File: src/design/imm_pkg.sv
// Shared types and fixed field widths of the matrix multiply core.
`default_nettype none

package imm_pkg;

	localparam int ROW_W      = 2;
	localparam int VALUE_W    = 16;
	localparam int PRODUCT_W  = 34;
	localparam int IN_DATA_W  = 24;
	localparam int OUT_DATA_W = 40;
	localparam int QDEPTH     = 4;

	// One classified input beat as it waits for the back end.
	typedef struct packed {
		logic               wr;
		logic               sel_b;
		logic               start;
		logic [ROW_W-1:0]   row;
		logic [ROW_W-1:0]   col;
		logic [VALUE_W-1:0] value;
	} imm_cmd_t;

endpackage

`default_nettype wire

File: src/design/imm_ram.sv
// Generic single-write, single-read RAM with registered read data.
`default_nettype none

module imm_ram #(
	parameter int WIDTH = 16,
	parameter int DEPTH = 16
) (
	input  wire logic                     clk,
	input  wire logic                     we,
	input  wire logic [$clog2(DEPTH)-1:0] waddr,
	input  wire logic [WIDTH-1:0]         wdata,
	input  wire logic                     re,
	input  wire logic [$clog2(DEPTH)-1:0] raddr,
	output logic      [WIDTH-1:0]         rdata
);

	logic [WIDTH-1:0] mem_q [DEPTH];

	always_ff @(posedge clk) begin
		if (we) begin
			mem_q[waddr] <= wdata;
		end
		if (re) begin
			rdata <= mem_q[raddr];
		end
	end

endmodule

`default_nettype wire

File: src/design/imm_front.sv
// Front end: accepts input beats, classifies them and queues them for the back end.
`default_nettype none

module imm_front import imm_pkg::*; #(
	parameter int DIM       = 4,
	parameter int ELEM_BITS = 16
) (
	input  wire logic               clk,
	input  wire logic               arst_n,
	input  wire logic               in_valid,
	output logic                    in_ready,
	input  wire logic               action,
	input  wire logic [ROW_W-1:0]   row,
	input  wire logic [ROW_W-1:0]   col,
	input  wire logic [VALUE_W-1:0] value,
	input  wire logic               start_req,
	output logic                    cmd_valid,
	output imm_cmd_t                cmd,
	input  wire logic               cmd_pop
);

	localparam int EW  = (ELEM_BITS < VALUE_W) ? ELEM_BITS : VALUE_W;
	localparam int QPW = $clog2(QDEPTH);
	localparam int QCW = $clog2(QDEPTH + 1);

	imm_cmd_t       cmd_in;
	imm_cmd_t       queue_q [QDEPTH];
	logic [QPW-1:0] wr_ptr_q;
	logic [QPW-1:0] rd_ptr_q;
	logic [QCW-1:0] count_q;
	logic           push;

	// A write outside the matrix is dropped, but its start request still counts.
	always_comb begin
		cmd_in.wr    = (32'(row) < DIM) && (32'(col) < DIM);
		cmd_in.sel_b = action;
		cmd_in.start = start_req;
		cmd_in.row   = row;
		cmd_in.col   = col;
		cmd_in.value = VALUE_W'($signed(value[EW-1:0]));
	end

	assign in_ready  = (count_q != QCW'(QDEPTH));
	assign push      = in_valid && in_ready;
	assign cmd_valid = (count_q != '0);
	assign cmd       = queue_q[rd_ptr_q];

	always_ff @(posedge clk) begin
		if (push) begin
			queue_q[wr_ptr_q] <= cmd_in;
		end
	end

	always_ff @(posedge clk or negedge arst_n) begin
		if (!arst_n) begin
			wr_ptr_q <= '0;
			rd_ptr_q <= '0;
			count_q  <= '0;
		end else begin
			if (push) begin
				wr_ptr_q <= wr_ptr_q + 1'b1;
			end
			if (cmd_pop) begin
				rd_ptr_q <= rd_ptr_q + 1'b1;
			end
			if (push && !cmd_pop) begin
				count_q <= count_q + 1'b1;
			end else if (!push && cmd_pop) begin
				count_q <= count_q - 1'b1;
			end
		end
	end

endmodule

`default_nettype wire

File: src/design/imm_back.sv
// Back end: matrix storage, multiply-accumulate sequencer and result register.
`default_nettype none

module imm_back import imm_pkg::*; #(
	parameter int DIM       = 4,
	parameter int ELEM_BITS = 16
) (
	input  wire logic                 clk,
	input  wire logic                 arst_n,
	input  wire logic                 cmd_valid,
	input  wire imm_cmd_t             cmd,
	output logic                      cmd_pop,
	output logic                      res_valid,
	input  wire logic                 res_ready,
	output logic      [ROW_W-1:0]     res_row,
	output logic      [ROW_W-1:0]     res_col,
	output logic      [PRODUCT_W-1:0] res_product,
	output logic                      res_final
);

	localparam int EW    = (ELEM_BITS < VALUE_W) ? ELEM_BITS : VALUE_W;
	localparam int CW    = $clog2(DIM);
	localparam int NE    = DIM * DIM;
	localparam int AW    = $clog2(NE);
	localparam int PW    = 2 * EW;
	localparam int ACC_W = PW + CW + 1;

	localparam logic ST_IDLE = 1'b0;
	localparam logic ST_RUN  = 1'b1;

	localparam logic [CW-1:0] LAST = CW'(DIM - 1);

	logic          state_q;
	logic [CW-1:0] i_q;
	logic [CW-1:0] j_q;
	logic [CW-1:0] k_q;
	logic          adv;
	logic          issue;
	logic          we_a;
	logic          we_b;
	logic [AW-1:0] waddr;
	logic [AW-1:0] raddr_a;
	logic [AW-1:0] raddr_b;
	logic [NE-1:0] a_vld_q;
	logic [NE-1:0] b_vld_q;
	logic [EW-1:0] a_rdata;
	logic [EW-1:0] b_rdata;

	logic             vld_s1;
	logic             first_s1;
	logic             last_s1;
	logic             fin_s1;
	logic             a_ok_s1;
	logic             b_ok_s1;
	logic [ROW_W-1:0] row_s1;
	logic [ROW_W-1:0] col_s1;

	logic                 vld_s2;
	logic                 first_s2;
	logic                 last_s2;
	logic                 fin_s2;
	logic [ROW_W-1:0]     row_s2;
	logic [ROW_W-1:0]     col_s2;
	logic signed [PW-1:0] prod_s2;

	logic signed [EW-1:0]    opa;
	logic signed [EW-1:0]    opb;
	logic signed [ACC_W-1:0] acc_q;
	logic signed [ACC_W-1:0] acc_base;
	logic signed [ACC_W-1:0] sum;

	logic                 res_valid_q;
	logic [ROW_W-1:0]     res_row_q;
	logic [ROW_W-1:0]     res_col_q;
	logic [PRODUCT_W-1:0] res_product_q;
	logic                 res_final_q;

	// The whole compute pipeline moves only when the result register can take a beat.
	assign adv     = !res_valid_q || res_ready;
	assign cmd_pop = (state_q == ST_IDLE) && cmd_valid;
	assign issue   = (state_q == ST_RUN) && adv;

	assign we_a    = cmd_pop && cmd.wr && !cmd.sel_b;
	assign we_b    = cmd_pop && cmd.wr && cmd.sel_b;
	assign waddr   = AW'(32'(cmd.row) * DIM + 32'(cmd.col));
	assign raddr_a = AW'(32'(i_q) * DIM + 32'(k_q));
	assign raddr_b = AW'(32'(k_q) * DIM + 32'(j_q));

	imm_ram #(
		.WIDTH (EW),
		.DEPTH (NE)
	) u_ram_a (
		.clk   (clk),
		.we    (we_a),
		.waddr (waddr),
		.wdata (cmd.value[EW-1:0]),
		.re    (issue),
		.raddr (raddr_a),
		.rdata (a_rdata)
	);

	imm_ram #(
		.WIDTH (EW),
		.DEPTH (NE)
	) u_ram_b (
		.clk   (clk),
		.we    (we_b),
		.waddr (waddr),
		.wdata (cmd.value[EW-1:0]),
		.re    (issue),
		.raddr (raddr_b),
		.rdata (b_rdata)
	);

	// Entries never written since reset read as zero.
	always_ff @(posedge clk or negedge arst_n) begin
		if (!arst_n) begin
			a_vld_q <= '0;
			b_vld_q <= '0;
		end else begin
			if (we_a) begin
				a_vld_q[waddr] <= 1'b1;
			end
			if (we_b) begin
				b_vld_q[waddr] <= 1'b1;
			end
		end
	end

	// Walks k fastest, then the column, then the row of the product.
	always_ff @(posedge clk or negedge arst_n) begin
		if (!arst_n) begin
			state_q <= ST_IDLE;
			i_q     <= '0;
			j_q     <= '0;
			k_q     <= '0;
		end else begin
			unique case (state_q)
				ST_IDLE: begin
					if (cmd_pop && cmd.start) begin
						state_q <= ST_RUN;
						i_q     <= '0;
						j_q     <= '0;
						k_q     <= '0;
					end
				end
				ST_RUN: begin
					if (adv) begin
						if (k_q == LAST) begin
							k_q <= '0;
							if (j_q == LAST) begin
								j_q <= '0;
								if (i_q == LAST) begin
									i_q     <= '0;
									state_q <= ST_IDLE;
								end else begin
									i_q <= i_q + 1'b1;
								end
							end else begin
								j_q <= j_q + 1'b1;
							end
						end else begin
							k_q <= k_q + 1'b1;
						end
					end
				end
				default: begin
					state_q <= ST_IDLE;
				end
			endcase
		end
	end

	always_ff @(posedge clk or negedge arst_n) begin
		if (!arst_n) begin
			vld_s1      <= 1'b0;
			vld_s2      <= 1'b0;
			res_valid_q <= 1'b0;
		end else if (adv) begin
			vld_s1      <= issue;
			vld_s2      <= vld_s1;
			res_valid_q <= vld_s2 && last_s2;
		end
	end

	assign opa      = a_ok_s1 ? $signed(a_rdata) : '0;
	assign opb      = b_ok_s1 ? $signed(b_rdata) : '0;
	assign acc_base = first_s2 ? '0 : acc_q;
	assign sum      = acc_base + ACC_W'(prod_s2);

	always_ff @(posedge clk) begin
		if (adv) begin
			first_s1 <= (k_q == '0);
			last_s1  <= (k_q == LAST);
			fin_s1   <= (i_q == LAST) && (j_q == LAST);
			a_ok_s1  <= a_vld_q[raddr_a];
			b_ok_s1  <= b_vld_q[raddr_b];
			row_s1   <= ROW_W'(i_q);
			col_s1   <= ROW_W'(j_q);

			first_s2 <= first_s1;
			last_s2  <= last_s1;
			fin_s2   <= fin_s1;
			row_s2   <= row_s1;
			col_s2   <= col_s1;
			prod_s2  <= opa * opb;

			if (vld_s2) begin
				acc_q <= sum;
				if (last_s2) begin
					res_row_q     <= row_s2;
					res_col_q     <= col_s2;
					res_product_q <= PRODUCT_W'(sum);
					res_final_q   <= fin_s2;
				end
			end
		end
	end

	assign res_valid   = res_valid_q;
	assign res_row     = res_row_q;
	assign res_col     = res_col_q;
	assign res_product = res_product_q;
	assign res_final   = res_final_q;

endmodule

`default_nettype wire

File: src/design/integer_matrix_multiply_core.sv
// Square signed integer matrix multiplier with stream ports.
//
// Input beats write one entry of A (tuser = 0) or B (tuser = 1) at the row and
// column in tdata. A beat with tlast set asks for C = A times B once its write
// is done. The block answers with DIM*DIM output beats in row-major order, each
// carrying row, column and the full-width dot product; tlast marks the last.
// Input beats pass through a four-entry queue and are accepted one per cycle
// while it has room. Write beats leave the queue one per cycle while no product
// runs. A product is computed by the single multiply-accumulate unit, which
// reads one entry of A and one of B per cycle while the output is not stalled;
// each output beat follows its last reads through the RAM read data and s1
// registers, the product register and the result register. While the product
// runs, later beats wait in the queue and tready falls once it is full. A stalled
// output holds its beat and freezes the whole compute pipeline.
// Reset empties the queue and makes every entry of A and B read as zero.
`default_nettype none

module integer_matrix_multiply_core import imm_pkg::*; #(
	parameter int DIM       = 4,
	parameter int ELEM_BITS = 16
) (
	input  wire logic                  clk,
	input  wire logic                  arst_n,
	input  wire logic                  s_axis_tvalid,
	output logic                       s_axis_tready,
	// row [1:0], col [3:2], value [19:4], zero fill [23:20]
	input  wire logic [IN_DATA_W-1:0]  s_axis_tdata,
	// action
	input  wire logic                  s_axis_tuser,
	input  wire logic                  s_axis_tlast,
	output logic                       m_axis_tvalid,
	input  wire logic                  m_axis_tready,
	// out_row [1:0], out_col [3:2], product [37:4], zero fill [39:38]
	output logic      [OUT_DATA_W-1:0] m_axis_tdata,
	output logic                       m_axis_tlast
);

	imm_cmd_t             cmd;
	logic                 cmd_valid;
	logic                 cmd_pop;
	logic [ROW_W-1:0]     res_row;
	logic [ROW_W-1:0]     res_col;
	logic [PRODUCT_W-1:0] res_product;

	imm_front #(
		.DIM       (DIM),
		.ELEM_BITS (ELEM_BITS)
	) u_front (
		.clk       (clk),
		.arst_n    (arst_n),
		.in_valid  (s_axis_tvalid),
		.in_ready  (s_axis_tready),
		.action    (s_axis_tuser),
		.row       (s_axis_tdata[1:0]),
		.col       (s_axis_tdata[3:2]),
		.value     (s_axis_tdata[19:4]),
		.start_req (s_axis_tlast),
		.cmd_valid (cmd_valid),
		.cmd       (cmd),
		.cmd_pop   (cmd_pop)
	);

	imm_back #(
		.DIM       (DIM),
		.ELEM_BITS (ELEM_BITS)
	) u_back (
		.clk         (clk),
		.arst_n      (arst_n),
		.cmd_valid   (cmd_valid),
		.cmd         (cmd),
		.cmd_pop     (cmd_pop),
		.res_valid   (m_axis_tvalid),
		.res_ready   (m_axis_tready),
		.res_row     (res_row),
		.res_col     (res_col),
		.res_product (res_product),
		.res_final   (m_axis_tlast)
	);

	assign m_axis_tdata = {2'b00, res_product, res_col, res_row};

endmodule

`default_nettype wire

File: config.mk
export PLATFORM = sky130hd
export DESIGN_NAME = integer_matrix_multiply_core
export DESIGN_NICKNAME = d
export VERILOG_FILES = /design/src/design/imm_pkg.sv /design/src/design/imm_ram.sv /design/src/design/imm_front.sv /design/src/design/imm_back.sv /design/src/design/integer_matrix_multiply_core.sv
export SDC_FILE = /design/constraint.sdc
export NUM_CORES = 2
export LEC_CHECK = 0
export ABC_AREA = 1
export BUFFER_PORTS_ARGS = -buffer_cell sky130_fd_sc_hd__buf_4
export CORE_MARGIN = 4
export CORE_UTILIZATION = 50
export DETAILED_ROUTE_END_ITERATION = 10
export GPL_TIMING_DRIVEN = 0
export PLACE_DENSITY = 0.63
export SYNTH_ARGS = -nofsm -noshare
export SYNTH_HDL_FRONTEND = slang
export SYNTH_SLANG_ARGS = --single-unit
File: constraint.sdc
create_clock -name clk -period 10.88 [get_ports clk]
set_input_delay 0.544 -clock clk [delete_from_list [all_inputs] [get_ports clk]]
set_output_delay 0.544 -clock clk [all_outputs]
set_load 0.02 [all_outputs]
==> impl_metrics.csv <==
group,metric,value,unit
outcome,run_status,"complete, no violations",
finish,antenna_cells,0,
floorplan,die_y,301,um
drt,ant_nets,0,
cts,cts.sinks,802,
yosys,yosysUniqueCellTypes,44,
cts,cts_tree,"built",
worst_setup_path,worstSetupPathType,"register to register",
yosys,yosys_register_bits,802,
cts,cts_buffer_depth,3,
timing,tightest_slew,1.14,ns
timing,period_share,0.650,
timing,hold_slack,0.0705,ns
timing,slew_viol_final,0,
worst_setup_path,end_kind,"register",
floorplan,dieArea,0.0906,mm2
timing,rsz0062_at_grt,"no",
cts,cts_hold_buf,1,
worst_setup_path,worst-endpoint-required,11.25,ns
finish,area_delta_synth_final,14.4,%
finish,drive_above_1_share,0.0911,
grt,overflow,0,
grt,grt_pass1_vias,30000,
grt,grtUsageTotal,0.270,
worst_setup_path,start_kind,"register",
yosys,synthFlopType,"edfxtp_1",
drt,vias,30100,
drt,routed_wl,121000,um
timing,hold_viol_final,0,
worst_setup_path,cp_data_arrival_time,7.44,ns
floorplan,boundaryPins,73,
cts,cts_resized,0,
yosys,netlist.area_leader.share,0.527,
yosys,ys_async_sr_fraction,0.0611,
placed_design,port_buffers,66,
floorplan,fp.coreArea,0.0851,mm2
drt,drtPass1Iterations,7,
timing,period_minus_slack,7.08,ns
finish,most-common-layout-cells,"edfxtp_1 (753), nor2_1 (564), nand2_1 (554)",
yosys,yosys_warnings,0,
timing,clock_skew,0.0665,ns
cts,insertion_delay,0.68,ns
timing,finalSetupTns,0,ns
grt,grt_pass1_wl,183000,um
timing,setup-violations-final,0,
yosys,ys_top_cells_by_area,"edfxtp_1 (53%), fa_1 (12%), nor2_1 (5.3%)",
cts,numCtsBuffers,84,
finish,postLayoutCellArea,0.0491,mm2
yosys,yosysSeqAreaShare,0.555,
placed_design,gp_congestion,0.963,
drt,viasPerCell,5.64,
drt,drc,0,
floorplan,dieWidth,301,um
placed_design,post-dp-hpwl,89100,um
yosys,syn_area_per_cell,11.0,um2
worst_setup_path,crit_path_max_fanout,10,
cts,post-cts-setup-buffer-count,0,
grt,grt_max_degree,50,
yosys,synthCells,3902,
cts,h-tree-depth,3,
finish,num-nets-final,4531,
cts,path_clk_slew,0.06,ns
yosys,synth_edf_count,753,
placed_design,pre_cts_ws,3.95,ns
yosys,syn_area,0.0429,mm2
timing,setup_ws,3.80,ns
grt,antenna_found_initial,1,
timing,max_freq,141,MHz
worst_hold_path,hold_class,"primary input to register",
timing,relSlewSlack,0.238,
drt,drtIter0Drc,3075,
floorplan,initial_core_util,0.504,
finish,final_common_cell,"edfxtp_1",
yosys,synth_top_cell_by_area,"edfxtp_1",
floorplan,row_count,107,
placed_design,placed_area,0.0463,mm2
run,maxCapViolations,0,
drt,avgRoutedWirePerCell,22.7,um
cts,clockRootBuffer,"clkbuf_16",
-- synth_stat cells (2+ instances only) --
cell type / number
a21oi_1: 82
clkinv_1: 9
nand3b_1: 3
or2_1: 9
nor3_1: 15
buf_1: 13
edfxtp_1: 753
buf_2: 34
inv_2: 4
nand4_1: 21
xnor2_1: 3
a21o_1: 4
clkbuf_1: 100
o22ai_1: 52
o21bai_1: 8
a21oi_2: 4
inv_1: 519
o21a_1: 4
nand2_2: 7
a31oi_1: 2
nor2_1: 601
nand2_1: 554
nand3_1: 99
o221ai_1: 92
xor2_1: 35
a21boi_0: 3
nor2_2: 2
fa_1: 264
o211ai_1: 36
buf_4: 5
ha_1: 124
o21bai_2: 8
dfrtp_1: 49
o21ai_0: 351
nand3_2: 3
o21ai_1: 8
o21ai_2: 7
nor4_1: 4
buf_6: 6
-- critical path, cell delays in order, from the launching register on --
cell      delay [ns]
edfxtp_1        0.32
clkbuf_1        0.39
nand2_1         0.36
inv_1           0.29
clkbuf_1        0.43
nand2_1         0.14
fa_1            0.53
inv_1           0.05
fa_1            0.48
fa_1            0.63
fa_1            0.46
fa_1            0.49
inv_1           0.05
fa_1            0.47
inv_1           0.04
ha_1            0.37
nand2_1         0.12
nor2_1          0.31
inv_1           0.10
nor3_1          0.29
nand2_1         0.09
nand2_1         0.14
nand2_1         0.08
nand3_1         0.07
nand2_1         0.06
-- cell type report --
cell class                 instances  area [um2]
inverter                         532        2000
fill                            7198       36000
clock inverter                    44         564
buffer                           158         699
timing repair buffer             124        1590
sequential                       802       23800
clock buffer                     111        2270
multi-input combinational       2411       16700
tap                             1144        1430
-- sequential cells by signal (all words and copies together) (netlist names), 3 cells and up --
register              flops
u_back.res_product       34
u_back.acc_q             34
u_back.u_ram_b.mem_q    256
u_back.prod_s2           32
u_back.b_vld_q           16
u_back.a_vld_q           16
u_back.u_ram_a.rdata     16
u_front.queue_q          88
u_front.count_q           3
u_back.u_ram_b.rdata     16
u_back.u_ram_a.mem_q    256
-- stage by stage --
step	instances	utilization
after floorplan	3903	-
after global placement	5113	0.527
after detailed placement	5170	0.543
after CTS	5326	0.577
after global routing	5326	0.577
final	5326	0.577
-- cell families after synthesis --
logic type | synth area share
AND/OR/NAND/NOR | 0.122
flip-flops | 0.555
buffers and inverters | 0.0628
AO/OA/AOI/OAI | 0.0927
adder cells (fa/ha/maj) | 0.159
XOR/XNOR | 0.00775
other | 0.0000873
-- routing by layer --
layer  global-route usage  wire [um]
met2                0.443      57700
met4                0.106       5060
met1                0.363      48700
met3               0.0440       9680
met5                    0         20
-- final timing paths --
kind,startpoint,end,slack (ns),cells after the start
hold reg to reg,u_back.fin_s2,u_back.res_final,0.42,0
max in group asynchronous,arst_n,u_back.a_vld_q[15],9.91,2
setup reg to reg,u_back.b_ok_s1,u_back.prod_s2[23],3.80,24
min in group asynchronous,arst_n,u_back.j_q[1],0.45,2
hold / removal,s_axis_tuser,u_front.queue_q[2][21],0.07,1
setup / recovery,u_back.b_ok_s1,u_back.prod_s2[23],3.80,24
Power is not shown: default switching activity piles up to over one toggle a cycle in this logic, so the estimate is an artifact.
